File: config.mk
export PLATFORM = sky130hd
export DESIGN_NAME = arf_cfg_regs
export DESIGN_NICKNAME = d
export VERILOG_FILES = /design/src/sv/arf_pkg.sv /design/src/sv/arf_cfg_regs.sv
export SDC_FILE = /design/constraint.sdc
export NUM_CORES = 1
export LEC_CHECK = 0
export BUFFER_PORTS_ARGS = -buffer_cell sky130_fd_sc_hd__buf_2
export CAP_MARGIN = 15
export CORE_MARGIN = 4
export CORE_UTILIZATION = 33
export DETAILED_ROUTE_END_ITERATION = 12
export PLACE_DENSITY = 0.75
export SYNTH_ARGS = -nofsm -noshare
export SYNTH_HDL_FRONTEND = slang
export SYNTH_SLANG_ARGS = --single-unit
File: constraint.sdc
create_clock -name clk -period 1.05 [get_ports clk]
set_input_delay 0.1575 -clock clk [delete_from_list [all_inputs] [get_ports clk]]
set_output_delay 0.1575 -clock clk [all_outputs]
set_load 0.02 [all_outputs]
File: src/sv/arf_pkg.sv
// shared types, widths and codes for the audio ring fifo with volume
package arf_pkg;

  localparam int unsigned RING_DEPTH_DEF = 8192;

  localparam int unsigned SAMPLE_W = 20;
  localparam int unsigned BLEN_W   = 16;
  localparam int unsigned GAIN_W   = 17;
  localparam int unsigned OUT_W    = 16;
  localparam int unsigned FILL_W   = 13;

  localparam int unsigned CFG_DATA_W = 32;
  localparam int unsigned CFG_ADDR_W = 3;

  localparam logic [GAIN_W-1:0] GAIN_ONE = GAIN_W'(65536);

  localparam logic OP_WRITE = 1'b0;
  localparam logic OP_READ  = 1'b1;

  localparam logic REG_ENABLE = 1'b0;
  localparam logic REG_VOLUME = 1'b1;

  typedef struct packed {
    logic              rd_ok;
    logic              wr_ok;
    logic [FILL_W-1:0] fill;
  } meta_t;

  typedef struct packed {
    meta_t                      meta;
    logic signed [SAMPLE_W-1:0] data;
  } s1_t;

  typedef struct packed {
    logic              enable;
    logic [GAIN_W-1:0] gain;
  } cfg_t;

endpackage

File: src/sv/arf_cfg_regs.sv
// apb configuration registers: enable and volume gain
module arf_cfg_regs (
  input  logic                              clk,
  input  logic                              rst_n,
  input  logic                              cfg_psel,
  input  logic                              cfg_penable,
  input  logic                              cfg_pwrite,
  input  logic [arf_pkg::CFG_ADDR_W-1:0]    cfg_paddr,
  input  logic [arf_pkg::CFG_DATA_W-1:0]    cfg_pwdata,
  output logic [arf_pkg::CFG_DATA_W-1:0]    cfg_prdata,
  output logic                              cfg_pready,
  output arf_pkg::cfg_t                     cfg
);
  import arf_pkg::*;

  logic              enable_r, enable_nxt;
  logic [GAIN_W-1:0] gain_r, gain_nxt;
  logic [GAIN_W-1:0] wgain;
  logic              wr;
  logic              sel;

  assign cfg_pready = 1'b1;
  assign wr         = cfg_psel && cfg_penable && cfg_pwrite;
  assign sel        = cfg_paddr[2];
  assign wgain      = cfg_pwdata[GAIN_W-1:0];

  always_comb begin
    enable_nxt = enable_r;
    gain_nxt   = gain_r;
    if (wr) begin
      case (sel)
        REG_ENABLE: enable_nxt = cfg_pwdata[0];
        REG_VOLUME: gain_nxt   = (wgain > GAIN_ONE) ? GAIN_ONE : wgain;
        default: ;
      endcase
    end
  end

  always_ff @(posedge clk) begin
    if (!rst_n) begin
      enable_r <= 1'b0;
      gain_r   <= GAIN_ONE;
    end else begin
      enable_r <= enable_nxt;
      gain_r   <= gain_nxt;
    end
  end

  always_comb begin
    case (sel)
      REG_ENABLE: cfg_prdata = CFG_DATA_W'(enable_r);
      REG_VOLUME: cfg_prdata = CFG_DATA_W'(gain_r);
      default:    cfg_prdata = '0;
    endcase
  end

  assign cfg.enable = enable_r;
  assign cfg.gain   = gain_r;

  a_gain_range: assert property (@(posedge clk) disable iff (!rst_n)
    gain_r <= GAIN_ONE)
    else $error("gain above unity");
endmodule

==> flow_metrics.tcl <==
set metrics [dict create \
    required_ns 0.89 \
    path_max_fanout 2 \
    peakVddDrop_mv 0.741 \
    place.gp.congestion 0.627 \
    fp.dieW_um 63.8 \
    busiest_layer "met2" \
    crit_path_end_kind "output pin" \
    n_fill_cell 283 \
    tns_ns -0.125 \
    avgSynthCellArea_um2 8.69 \
    dr.pass1.iters 4 \
    synth_cells 118 \
    dpl_cell_area_um2 1270 \
    grt_util_all_layers 0.126 \
    post-route-period-util 1.12 \
    synth.area.top_cells "dfxtp_1, buf_4, and2_1" \
    rsz0062_at_grt "true" \
    port_buffers 57 \
    p_seq_frac 0.509 \
    internal-power_uw 1000 \
    synth_top_area_frac 0.351 \
    maxCapViolations 0 \
    setup_ws_ns -0.122 \
    syn_to_final_growth_pct 47.6 \
    hpwl_um 1880 \
    gr-usage-met1 0.149 \
    synth_largest_area_cell "dfxtp_1" \
    clockBufferDepth 2 \
    final_area_um2 1510 \
    crit_type "reg2out" \
    drive_gt1_frac 0.655 \
    globalRouteOverflowTotal 0 \
    cts_tree "yes" \
    arrival_ns 1.01 \
    antenna_found_initial 0 \
    dr.first_iter.drc_count 25 \
    die_area_um2 4070 \
    combPwrFrac 0.182 \
    grt_max_degree 18 \
    cts-htree-levels 1 \
    routedWlPerCell_um 12.3 \
    layout.nets 218 \
    startpoint_type "register" \
    yosys_warnings 0 \
    skew_ns 0 \
    antenna_cells 0 \
    placed_cells_incl_taps 202 \
    p_per_area_nw_per_um2 907 \
    via_count 934 \
    setup_viol 2 \
    leakage_uw 0.000756 \
    status "complete, but fails checks" \
    final_cell_mix "buf_2, buf_6, dfxtp_2" \
    first_global_vias 892 \
    viasPerCell 4.49 \
    wl_um 2560 \
    hold_viol 0 \
    switching_power_uw 373 \
    met3_usage 0.0455 \
    start_util 0.360 \
    violations "negative setup slack" \
    switching_share 0.272 \
    clkLatencyLatePin_ns 0.28 \
    drc 0 \
    cts.clk_slew.worst_paths_ns 0.11 \
    fmax_mhz 853 \
    die_y_um 63.8 \
    p_clk_frac 0.308 \
    slew_violations 0 \
    grt_use_met2 0.218 \
    core_area_um2 2850 \
    yosysUniqueCellTypes 20 \
    cts_buffers 3 \
    antenna_violating_nets_post_route 0 \
    final_common_cell "buf_2" \
    syn_area_um2 1030 \
    ioPinCount 91 \
    grt_pass1_wl_um 4110 \
    ys_seq_elements 18 \
    min_path_type "in2reg" \
    period_needed_ns 1.17 \
    rows 19 \
    cts-root-buf "clkbuf_4" \
    cts_sinks 18 \
    ctsHoldBuffers 0 \
    fin_cells 208 \
    seq_area_frac_synth 0.351 \
]
-- registers in the layout, summed over array words and instances (netlist names) --
signal / count
gain_r: 17
enable_r: 1
-- worst max-delay path, cell delays in order (launching register included) --
cell	delay (ns)
dfxtp_2	0.34
mux2_4	0.26
buf_6	0.13
-- Yosys cell counts --
cell type,number
buf_1,1
clkbuf_2,1
nand4b_1,1
o21ai_2,10
o21ai_0,6
mux2_2,1
dfxtp_1,18
nand3_1,16
and2_1,16
conb_1,2
nand4_4,1
buf_4,17
inv_1,1
clkbuf_1,3
or2_1,1
nor2_1,1
mux2i_1,2
nand2_1,1
nand2b_1,16
buf_6,3
-- path summary, 6_finish.rpt --
kind                                    start            end  slack, ns  depth (start not counted)
worst max-delay path                gain_r[0]  cfg_prdata[0]      -0.12                          2
worst max register to register       enable_r       enable_r       0.30                          3
worst min register to register     gain_r[13]     gain_r[13]       0.48                          2
worst min-delay path            cfg_pwdata[5]      gain_r[5]        0.1                          3
-- per-layer routing --
metal  part of all wire  vias up  wire length, um
li1                   -      470                -
met1               0.41      413             1050
met2               0.48       49             1240
met3               0.10        2              266
met4             0.0047        0               12
met5                  0        -                0
-- kinds of logic (layout without fill, tap and decap cells) --
logic type,after synthesis,in the layout,share of synthesized area
multiplexers,3,3,0.0305
AO/OA/AOI/OAI,16,16,0.115
buffers and inverters,26,71,0.180
AND/OR/NAND/NOR,53,53,0.316
flip-flops,18,18,0.351
other,2,16,0.00732
-- layout make-up --
type | count | area [um^2] | share of cell area
clock buffers | 4 | 36.3 | 0.0240
inverters | 1 | 3.75 | 0.00248
multi-input cells | 88 | 577 | 0.381
flip-flops and latches | 18 | 383 | 0.253
well taps | 31 | 38.8 | 0.0256
repair buffers | 66 | 475 | 0.314
-- power groups by stage --
stage / registers [uW] / logic, uW / clock network, uW
2_1_floorplan: 723 / 185 / 0
5_1_grt: 701 / 272 / 468
4_1_cts: 699 / 250 / 443
3_5_place_dp: 713 / 227 / 0
3_3_place_gp: 713 / 226 / 0
6_report: 699 / 250 / 423
-- metrics by stage --
stage	hold WS, ns	util	power, uW	setup WS, ns
CTS	0.0932	0.529	1390	-0.133
global placement	0.411	0.446	939	0.0135
detailed placement	0.418	0.446	940	-0.00409
global route	0.0952	0.531	1440	-0.160
finish	0.0983	0.531	1370	-0.122
floorplan	0.301	-	908	0.00535
-- timing repair --
item                       in CTS  in global routing
setup buffers                   2                  0
resized for setup              73                  1
setup endpoints to repair      17                 19
(Power assumes the default switching activity.)
