--- config.mk ---
export PLATFORM = sky130hd
export DESIGN_NAME = arf_volume_flat
export DESIGN_NICKNAME = d
export VERILOG_FILES = /design/src/sv/arf_pkg.sv /design/src/sv/arf_out_if.sv /design/src/sv/arf_volume.sv /design/src/flat_wrapper.sv
export SDC_FILE = /design/constraint.sdc
export NUM_CORES = 1
export LEC_CHECK = 0
export BUFFER_PORTS_ARGS = -buffer_cell sky130_fd_sc_hd__buf_2
export CAP_MARGIN = 20
export CORE_MARGIN = 2
export CORE_UTILIZATION = 30
export CTS_CLUSTER_DIAMETER = 30
export DETAILED_ROUTE_END_ITERATION = 7
export PLACE_DENSITY = 0.52
export REMOVE_ABC_BUFFERS = 1
export SYNTH_ARGS = -nofsm -noshare
export SYNTH_HDL_FRONTEND = slang
export SYNTH_SLANG_ARGS = --single-unit
--- constraint.sdc ---
create_clock -name clk -period 21.7 [get_ports clk]
set_input_delay 4.34 -clock clk [delete_from_list [all_inputs] [get_ports clk]]
set_output_delay 4.34 -clock clk [all_outputs]
set_load 0.05 [all_outputs]
--- src/sv/arf_pkg.sv ---
// shared types, widths and codes for the audio ring fifo with volume
package arf_pkg;

  localparam int unsigned RING_DEPTH_DEF = 8192;

  localparam int unsigned SAMPLE_W = 20;
  localparam int unsigned BLEN_W   = 16;
  localparam int unsigned GAIN_W   = 17;
  localparam int unsigned OUT_W    = 16;
  localparam int unsigned FILL_W   = 13;

  localparam int unsigned CFG_DATA_W = 32;
  localparam int unsigned CFG_ADDR_W = 3;

  localparam logic [GAIN_W-1:0] GAIN_ONE = GAIN_W'(65536);

  localparam logic OP_WRITE = 1'b0;
  localparam logic OP_READ  = 1'b1;

  localparam logic REG_ENABLE = 1'b0;
  localparam logic REG_VOLUME = 1'b1;

  typedef struct packed {
    logic              rd_ok;
    logic              wr_ok;
    logic [FILL_W-1:0] fill;
  } meta_t;

  typedef struct packed {
    meta_t                      meta;
    logic signed [SAMPLE_W-1:0] data;
  } s1_t;

  typedef struct packed {
    logic              enable;
    logic [GAIN_W-1:0] gain;
  } cfg_t;

endpackage

--- src/sv/arf_out_if.sv ---
// result channel carrying converted samples and status
interface arf_out_if;
  logic                             valid;
  logic                             ready;
  logic signed [arf_pkg::OUT_W-1:0] sample_out;
  logic                             sample_valid;
  logic                             write_accepted;
  logic [arf_pkg::FILL_W-1:0]       fill_level;

  modport source (output valid, output sample_out, output sample_valid,
                  output write_accepted, output fill_level, input ready);
  modport sink   (input valid, input sample_out, input sample_valid,
                  input write_accepted, input fill_level, output ready);
endinterface

--- src/sv/arf_volume.sv ---
// volume multiply, clamp and int16 scaling pipeline with output register
module arf_volume (
  input  logic                        clk,
  input  logic                        rst_n,
  input  logic [arf_pkg::GAIN_W-1:0]  gain,
  input  logic                        s1_valid,
  output logic                        s1_ready,
  input  arf_pkg::s1_t                s1,
  arf_out_if.source                   out_chan
);
  import arf_pkg::*;

  localparam int unsigned PROD_W = SAMPLE_W + GAIN_W + 1;
  localparam int unsigned MAG_W  = 32;
  localparam int unsigned SCL_W  = MAG_W + 15;
  localparam logic [PROD_W-1:0] ONE_P = PROD_W'(64'h8000_0000);

  logic v2_r, v3_r, v4_r;
  logic rdy2, rdy3, rdy4;

  meta_t                    m2_r, m3_r;
  logic signed [PROD_W-1:0] prod_r;
  logic [MAG_W-1:0]         mag_r;
  logic                     neg_r;

  logic signed [OUT_W-1:0]  sout_r;
  logic                     sval_r;
  logic                     wacc_r;
  logic [FILL_W-1:0]        fill_r;

  logic                     neg;
  logic [PROD_W-1:0]        abs_p;
  logic [MAG_W-1:0]         mag;
  logic [SCL_W-1:0]         scaled;
  logic [OUT_W-1:0]         q;
  logic signed [OUT_W-1:0]  sout;

  assign rdy4     = !v4_r || out_chan.ready;
  assign rdy3     = !v3_r || rdy4;
  assign rdy2     = !v2_r || rdy3;
  assign s1_ready = rdy2;

  assign neg   = prod_r[PROD_W-1];
  assign abs_p = neg ? PROD_W'(-prod_r) : PROD_W'(prod_r);
  assign mag   = (abs_p > ONE_P) ? MAG_W'(ONE_P) : abs_p[MAG_W-1:0];

  assign scaled = {mag_r, 15'b0} - {15'b0, mag_r};
  assign q      = scaled[SCL_W-1:SCL_W-OUT_W];
  assign sout   = !m3_r.rd_ok ? '0 : (neg_r ? OUT_W'(-q) : OUT_W'(q));

  always_ff @(posedge clk) begin
    if (!rst_n) begin
      v2_r <= 1'b0;
      v3_r <= 1'b0;
      v4_r <= 1'b0;
    end else begin
      if (rdy2) v2_r <= s1_valid;
      if (rdy3) v3_r <= v2_r;
      if (rdy4) v4_r <= v3_r;
    end
  end

  always_ff @(posedge clk) begin
    if (rdy2 && s1_valid) begin
      m2_r   <= s1.meta;
      prod_r <= s1.data * $signed({1'b0, gain});
    end
    if (rdy3 && v2_r) begin
      m3_r  <= m2_r;
      mag_r <= mag;
      neg_r <= neg;
    end
    if (rdy4 && v3_r) begin
      sout_r <= sout;
      sval_r <= m3_r.rd_ok;
      wacc_r <= m3_r.wr_ok;
      fill_r <= m3_r.fill;
    end
  end

  assign out_chan.valid          = v4_r;
  assign out_chan.sample_out     = sout_r;
  assign out_chan.sample_valid   = sval_r;
  assign out_chan.write_accepted = wacc_r;
  assign out_chan.fill_level     = fill_r;

  a_zero_idle: assert property (@(posedge clk) disable iff (!rst_n)
    v4_r && !sval_r |-> sout_r == '0)
    else $error("nonzero sample without read");

  a_no_min: assert property (@(posedge clk) disable iff (!rst_n)
    v4_r |-> sout_r != {1'b1, {(OUT_W-1){1'b0}}})
    else $error("sample beyond symmetric range");
endmodule

--- src/flat_wrapper.sv ---
// flat-port wrapper written by rule: the top's interface ports become plain ports
module arf_volume_flat import arf_pkg::*;
  (clk, rst_n, gain, s1_valid, s1_ready, s1, out_chan_valid, out_chan_sample_out, out_chan_sample_valid, out_chan_write_accepted, out_chan_fill_level, out_chan_ready);
  arf_out_if out_chan_i ();
  input  logic clk;
  input  logic rst_n;
  input  logic [arf_pkg::GAIN_W-1:0] gain;
  input  logic s1_valid;
  output logic s1_ready;
  input  arf_pkg::s1_t s1;
  output wire logic [$bits(out_chan_i.valid)-1:0] out_chan_valid;
  output wire logic [$bits(out_chan_i.sample_out)-1:0] out_chan_sample_out;
  output wire logic [$bits(out_chan_i.sample_valid)-1:0] out_chan_sample_valid;
  output wire logic [$bits(out_chan_i.write_accepted)-1:0] out_chan_write_accepted;
  output wire logic [$bits(out_chan_i.fill_level)-1:0] out_chan_fill_level;
  input wire logic [$bits(out_chan_i.ready)-1:0] out_chan_ready;
  assign out_chan_valid = out_chan_i.valid;
  assign out_chan_sample_out = out_chan_i.sample_out;
  assign out_chan_sample_valid = out_chan_i.sample_valid;
  assign out_chan_write_accepted = out_chan_i.write_accepted;
  assign out_chan_fill_level = out_chan_i.fill_level;
  assign out_chan_i.ready = out_chan_ready;
  arf_volume u_core (.clk(clk), .rst_n(rst_n), .gain(gain), .s1_valid(s1_valid), .s1_ready(s1_ready), .s1(s1), .out_chan(out_chan_i));
endmodule
==> reports/results.ini, run 1 <==
[status]
status=complete, no violations

[synth]
synth_flop_cell=edfxtp_1
yosysMostFrequentCell=inv_1
synth_cells=2055
synth_commonest_cells=inv_1 (461), fa_1 (341), nand2_1 (237)
yosys.area.top_type=fa_1
synth.area.top_cells=fa_1 (34%), edfxtp_1 (20%), inv_1 (8.7%)
synth_enable_flop_cells=132
yosysTopAreaCellShare_pct=34.44
ys_types=79
yosysSeqAreaShare_pct=20.30
synth.ff_latch_count=135
postSynth.asyncResetShare_pct=0
ys_warn_count=0
syn_area_per_cell_um2=9.644
synth.cell_area_um2=19820

[place]
post-dp-hpwl_um=37680
place_ws_ps=10790
gp_congestion=0.8772
portBuffers=88

[detailed_routing]
postRouteAntennaNets=0
wl_per_cell_um=15.24
wl_met3_um=1534
drtIter0Drc=583
dr.pass1.iters=5
highest-signal-layer=met4
vias=13590
wl_um=45250
drc=0
wl_met1_um=21260
via_per_inst=4.576
met2_length_um=21690

[timing]
maxSlewHeadroom_pct=35.63
period_needed_ps=10420
skew_ps=12.99
tightest_slew_ps=963.5
rsz0062_at_grt=no
hold_viol=0
setup_viol=0
maxSlewViolCount=0
max_freq_mhz=95.98
hold_slack_ps=414.0
finalSetupTns_ps=0
setup_slack_ps=11280
min_period_over_period_pct=48.01

[global_route]
grt_pass1_wl_um=75160
antenna_found_initial=0
grt_start_max_net_pins=61
overflow=0
grt_pass1_vias=14480
grt_use_total_pct=13.81

[worst_hold_path]
hp-start=u_core.m3_r[11]$_DFFE_PP_
min_path_type=reg2reg
worst_hold_path.num_cells=0
hold_end=u_core.out_chan.fill_level[11]$_DFFE_PP_

[worst_setup_path]
r2r_cells=15
crit_family=adder cells
cp.arrival_ps=10580
cp_common_cell=fa_1
slowest_delay_ps=870
crit_fanout=20
r2r_slack_ps=17270
cp.buffers_inverters=5
worstSetupPathType=in2reg
rr_endpoint=u_core.out_chan.sample_out[14]$_SDFFCE_PN0P_
cp_cell_sequence=buf_2, and2_1, inv_1, fa_1, inv_1, fa_1, inv_1, fa_1, fa_1, fa_1, fa_1, inv_1, ha_1, and3_1, a221o_1, and3_1, a2111oi_0, o211ai_1
cp-end-kind=flip-flop
critPathSlowestCell=fa_1
cp.required_ps=21860
rr_startpoint=u_core.mag_r[17]$_SDFFCE_PN0P_
critPathLaunchType=input port

[clocking]
worstSkewPairLatency_ps=430
clk_pin_slew_ps=60
clockBufferDepth=2
numCtsBuffers=17
cts_resized=0
postCtsSetupRepairBufs=0
htree_levels=4
cts-root-buf=clkbuf_16
cts_tree=built
clock-sinks=135
hold_buffers=0

[run]
cap_violations=0

[floorplanning]
dieArea_um2=68130
num_io_pins=89
core_area_um2=65630
fp.dieW_um=261.0
initial_utilization_pct=30.20
die_h_um=261.0
rows=94

[layout]
utilization_pct=33.09
diodes=0
layout-drive-gt1-share_pct=7.268
syn2layout_area_growth_pct=9.558
fin_nets=2602

==> registers in the layout, indices dropped and copies added, names as in the netlist <==
register	flops
u_core.out_chan.fill_level	13
u_core.out_chan.sample_out	16
u_core.v2_r	1
u_core.out_chan.valid	1
u_core.m2_r	15
u_core.v3_r	1
u_core.m3_r	15
u_core.out_chan.write_accepted	1
u_core.prod_r	38
u_core.out_chan.sample_valid	1
u_core.mag_r	32
u_core.neg_r	1
==> worst max path at each step <==
stage          cells after the start                          end  slack (ps)  startpoint
3_5_place_dp                      18  u_core.prod_r[37]$_DFFE_PP_       10790     gain[4]
6_report                          18  u_core.prod_r[37]$_DFFE_PP_       11280     gain[4]
2_1_floorplan                     17  u_core.prod_r[37]$_DFFE_PP_       11570      s1[19]
5_1_grt                           18  u_core.prod_r[37]$_DFFE_PP_       10910     gain[4]
4_1_cts                           18  u_core.prod_r[37]$_DFFE_PP_       11280     gain[4]
3_3_place_gp                      18  u_core.prod_r[37]$_DFFE_PP_       10920     gain[4]
==> metal layers <==
metal  GRT usage, %  vias to the layer above
li1               -                     6508
met1          18.47                     6790
met2          23.61                      245
met3          1.849                       44
met4          3.488                        0
met5              0                        -
==> stage by stage <==
stage	cell area, um^2	instances
6_report	21710	2969
2_1_floorplan	19520	1980
5_1_grt	21710	2969
3_5_place_dp	21110	2937
3_3_place_gp	21110	2937
4_1_cts	21710	2969
==> logic make-up (layout without fill, tap and decap cells) <==
logic type / after synthesis / after routing / share of synthesized area, %
adder cells (fa/ha/maj): 454 / 454 / 41.58
AO/OA/AOI/OAI: 211 / 211 / 7.267
XOR/XNOR: 80 / 80 / 3.605
flip-flops: 135 / 135 / 20.30
buffers and inverters: 536 / 586 / 10.27
multiplexers: 13 / 13 / 0.6755
AND/OR/NAND/NOR: 626 / 626 / 16.31
==> cell usage in the layout, fill, tap and decap left out, types with 24 or more instances in the layout <==
master,instances
edfxtp_1,132
xor2_1,30
inv_1,461
xnor2_1,49
o21ai_0,43
ha_1,113
fa_1,341
nor3_1,24
buf_2,88
nor2_1,58
and2_1,173
a21oi_1,40
nand2_1,237
==> cell type report <==
cell class | count | area [um^2]
clock inverters | 13 | 172.7
repair buffers | 93 | 478.0
multi-input cells | 1384 | 13790
fillers | 6771 | 43910
flip-flops and latches | 135 | 4024
clock buffers | 19 | 432.9
well taps | 864 | 1081
inverters | 461 | 1730
Power of run 1 is left out: the tool's default activity adds up to more than one toggle a clock period on the data nets, which glitch-free logic cannot reach.
==> inputs of run 2 (changes only) <==
Settings changed: PLACE_DENSITY 0.52 to 0.53.
Clock period 21.7 ns to 8.5 ns, I/O delays scaled along.
==> reports/results.ini, run 2 (synthesis results as in run 1) <==
[floorplanning]
initial_utilization_pct=30.20
fp.dieW_um=261.0
die_h_um=261.0
rows=94
dieArea_um2=68130
core_area_um2=65630
num_io_pins=89

[place]
post-dp-hpwl_um=38360
gp_congestion=0.8547
portBuffers=88
place_ws_ps=338.0
dp.cells=2941

[timing]
setup_viol=0
max_freq_mhz=129.7
maxSlewHeadroom_pct=36.39
period_needed_ps=7710
maxSlewViolCount=0
skew_ps=6.521
min_period_over_period_pct=90.71
rsz0062_at_grt=no
hold_viol=0
setup_slack_ps=789.9
tightest_slew_ps=952.1
finalSetupTns_ps=0

[clocking]
htree_levels=4
cts_resized=0
worstSkewPairLatency_ps=430
cts_tree=built
clk_pin_slew_ps=60
postCtsSetupRepairBufs=0
numCtsBuffers=17
cts-root-buf=clkbuf_16
clockBufferDepth=2
clock-sinks=135
hold_buffers=0

[detailed_routing]
postRouteAntennaNets=0
dr.pass1.iters=5
vias=13610
drtIter0Drc=699
drc=0
via_per_inst=4.578
wl_um=45930
wl_per_cell_um=15.45

[worst_setup_path]
slowest_delay_ps=540
rr_startpoint=u_core.prod_r[5]$_DFFE_PP_
cp.buffers_inverters=6
cp.required_ps=8800
r2r_cells=10
worstSetupPathType=in2reg
crit_fanout=17
cp_cell_sequence=buf_2, nand2_1, fa_1, inv_1, fa_1, inv_1, fa_1, inv_1, fa_1, fa_1, inv_1, fa_1, inv_1, ha_1, and3_1, and4_1, and3_1, o21ai_0, a211oi_1, o31ai_1, a22oi_1, or3_1, nand4_1
critPathLaunchType=input port
critPathSlowestCell=fa_1
rr_endpoint=u_core.mag_r[4]$_SDFFCE_PN0P_
r2r_slack_ps=4090
cp-end-kind=flip-flop
crit_family=adder cells
cp_common_cell=fa_1
cp.arrival_ps=8010

[layout]
syn2layout_area_growth_pct=9.539
layout_common_cells=inv_1 (461), fa_1 (341), nand2_1 (237)
post_layout_nonfiller_instances=2972
layout-drive-gt1-share_pct=7.353
utilization_pct=33.08
largest_register_ffs=38
diodes=0
layout_commonest_cell=inv_1
top_register=u_core.prod_r
fin_nets=2607

[global_route]
grt_use_total_pct=14.04
grt_pass1_vias=14770
overflow=0
grt_start_max_net_pins=61
grt_pass1_wl_um=76250
antenna_found_initial=0

[status]
status=complete, no violations

[worst_hold_path]
worst_hold_path.num_cells=0
hold_end=u_core.out_chan.fill_level[2]$_DFFE_PP_
min_path_type=reg2reg
hp-start=u_core.m3_r[2]$_DFFE_PP_

[run]
cap_violations=0

run 2: cell types whose count changed in the layout (fill, tap and decap cells not counted), moves of 2 or more:
cell,delta
clkinv_4,-3
buf_4,+4
clkinv_1,+2
inv_6,+2
run 2: worst max path at each step:
stage | startpoint | end | slack, ps | cells after the start
2_1_floorplan | s1[19] | u_core.prod_r[37]$_DFFE_PP_ | 1010 | 17
3_5_place_dp | gain[3] | u_core.prod_r[34]$_DFFE_PP_ | 340 | 22
3_3_place_gp | gain[3] | u_core.prod_r[34]$_DFFE_PP_ | 420 | 22
5_1_grt | gain[4] | u_core.prod_r[37]$_DFFE_PP_ | 490 | 18
6_report | s1[7] | u_core.prod_r[34]$_DFFE_PP_ | 790 | 23
4_1_cts | gain[3] | u_core.prod_r[34]$_DFFE_PP_ | 810 | 22
run 2: through the flow:
stage	hold slack, ps	area [um^2]
global route	426.5	21710
global placement	400.7	21140
finish	415.0	21710
floorplan	400.3	19520
detailed placement	404.5	21140
CTS	418.3	21690
run 2: area by class of cell:
type | instances | area [um^2]
repair buffers | 98 | 523.0
clock inverters | 12 | 127.6
multi-input cells | 1384 | 13790
inverters | 461 | 1730
well taps | 864 | 1081
clock buffers | 18 | 429.2
fillers | 6831 | 43920
flip-flops and latches | 135 | 4024
run 2: metal layers:
layer  up-vias  GRT usage [%]  share of wire, %
met5         -              0                 0
met4         0          4.877               2.6
met3        76          1.732               2.9
met2       275          24.67                49
met1      6744          17.81                46
li1       6512              -                 -
run 2: worst reg2reg max path: cells and delay by family (launching register included):
| kind | cells | cell delay [ps] |
|---|---|---|
| flops | 1 | 480 |
| buf+inv | 1 | 240 |
| simple gates | 6 | 2440 |
| compound gates | 2 | 670 |
| mux | 1 | 340 |
Power of run 2 is left out for the same reason.
==> inputs of run 3 (changes only) <==
Settings changed: BUFFER_PORTS_ARGS -buffer_cell sky130_fd_sc_hd__buf_2 to unset, CORE_UTILIZATION 30 to 51, DONT_BUFFER_PORTS set to 1, PLACE_DENSITY 0.53 to 0.76.
==> reports/results.ini, run 3 (synthesis results as in run 1) <==
[worst_setup_path]
endpoint=u_core.prod_r[31]$_DFFE_PP_
cp.required_ps=8720
r2r_slack_ps=4100
worstSetupPathType=in2reg
rr_endpoint=u_core.mag_r[6]$_SDFFCE_PN0P_
cp-startpoint=s1[9]
rr_startpoint=u_core.prod_r[5]$_DFFE_PP_
critPathLaunchType=input port
r2r_cells=10
cp.arrival_ps=7560
cp-end-kind=flip-flop
crit_fanout=17

[detailed_routing]
wl_met3_um=2440
wl_um=41730
wl_met1_um=18000
via_per_inst=5.338
postRouteAntennaNets=0
dr.pass1.iters=5
met2_length_um=20590
wl_per_cell_um=16.46
vias=13530
drc=0
highest-signal-layer=met4
drtIter0Drc=798

[layout]
fin_area_um2=20840
diodes=0
layout_common_cells=inv_1 (461), fa_1 (341), nand2_1 (237)
syn2layout_area_growth_pct=5.139
layout-drive-gt1-share_pct=3.173
largest_register_ffs=38
utilization_pct=54.17
layout_commonest_cell=inv_1
top_register=u_core.prod_r
fin_nets=2514

[clocking]
cts-root-buf=clkbuf_16
postCtsSetupRepairBufs=0
clockBufferDepth=2
htree_levels=4
clock-sinks=135
cts_tree=built
numCtsBuffers=17
worstSkewPairLatency_ps=420
hold_buffers=0
cts_resized=0
clk_pin_slew_ps=60

[floorplanning]
fp.dieW_um=201.1
core_area_um2=38470
die_h_um=201.1
num_io_pins=89
initial_utilization_pct=51.52
rows=72
dieArea_um2=40450

[worst_hold_path]
min_path_type=reg2reg

[status]
status=complete, no violations

[timing]
period_needed_ps=7343
hold_viol=0
rsz0062_at_grt=no
setup_viol=0
maxSlewViolCount=0
tightest_slew_ps=855.2
min_period_over_period_pct=86.39
maxSlewHeadroom_pct=42.56
max_freq_mhz=136.2
skew_ps=8.033
finalSetupTns_ps=0
setup_slack_ps=1157

[global_route]
grt_start_max_net_pins=61
overflow=0
grt_use_total_pct=21.54
grt_pass1_vias=14260
antenna_found_initial=0
grt_pass1_wl_um=70380

[place]
post-dp-hpwl_um=34130
gp_congestion=0.9378
portBuffers=0
place_ws_ps=707.8
placed_area_um2=20220

[run]
cap_violations=0

-- run 3: cell count changes in the layout (fill, tap and decap cells not counted) --
cell,delta
buf_2,-88
buf_4,-5
bufinv_16,+1
clkbuf_1,+2
clkbuf_8,+1
clkinv_1,-2
clkinv_4,+1
inv_6,-1
nor2b_2,+1
nor2b_4,-1
-- run 3: how the worst min path moves through the flow --
stage	startpoint	end	slack [ps]	depth (start not counted)
floorplan	u_core.m2_r[0]$_DFFE_PP_	u_core.m3_r[0]$_DFFE_PP_	400	0
global placement	u_core.m3_r[6]$_DFFE_PP_	u_core.out_chan.fill_level[6]$_DFFE_PP_	400	0
detailed placement	u_core.m2_r[11]$_DFFE_PP_	u_core.m3_r[11]$_DFFE_PP_	400	0
CTS	u_core.m2_r[13]$_DFFE_PP_	u_core.m3_r[13]$_DFFE_PP_	410	0
global route	u_core.m2_r[8]$_DFFE_PP_	u_core.m3_r[8]$_DFFE_PP_	420	0
finish	u_core.m2_r[1]$_DFFE_PP_	u_core.m3_r[1]$_DFFE_PP_	410	0
-- run 3: stage by stage --
step / hold WS, ps / std cells
3_3_place_gp: 401.5 / 2502
3_5_place_dp: 404.5 / 2502
5_1_grt: 423.4 / 2535
6_report: 413.3 / 2535
4_1_cts: 414.3 / 2534
2_1_floorplan: 400.3 / 1980
-- run 3: final cells by class --
cell class / instances / area, um^2
Fill cell: 3302 / 17630
Clock inverter: 11 / 150.1
Clock buffer: 21 / 450.4
Inverter: 461 / 1730
Timing Repair Buffer: 5 / 45.04
Multi-Input combinational cell: 1384 / 13790
Sequential cell: 135 / 4024
Tap cell: 518 / 648.1
-- run 3: critical path, cell delays in order --
cell       delay (ps)
and2_1            160
fa_1              540
inv_1              60
fa_1              490
fa_1              530
inv_1              60
ha_1              290
fa_1              480
inv_1              50
fa_1              470
inv_1              40
ha_1              350
a2111oi_0         410
inv_1             100
o211ai_1          300
a21boi_0          220
o31ai_1           370
a21o_1            260
o21ai_0           150
a2111o_1          430
o311ai_0          100
-- run 3: routing by layer --
layer | GRT usage [%] | vias to the layer above
met3 | 3.450 | 57
li1 | - | 6327
met4 | 5.794 | 0
met1 | 27.76 | 6706
met2 | 37.83 | 442
met5 | 0 | -
Power of run 3 is left out for the same reason.
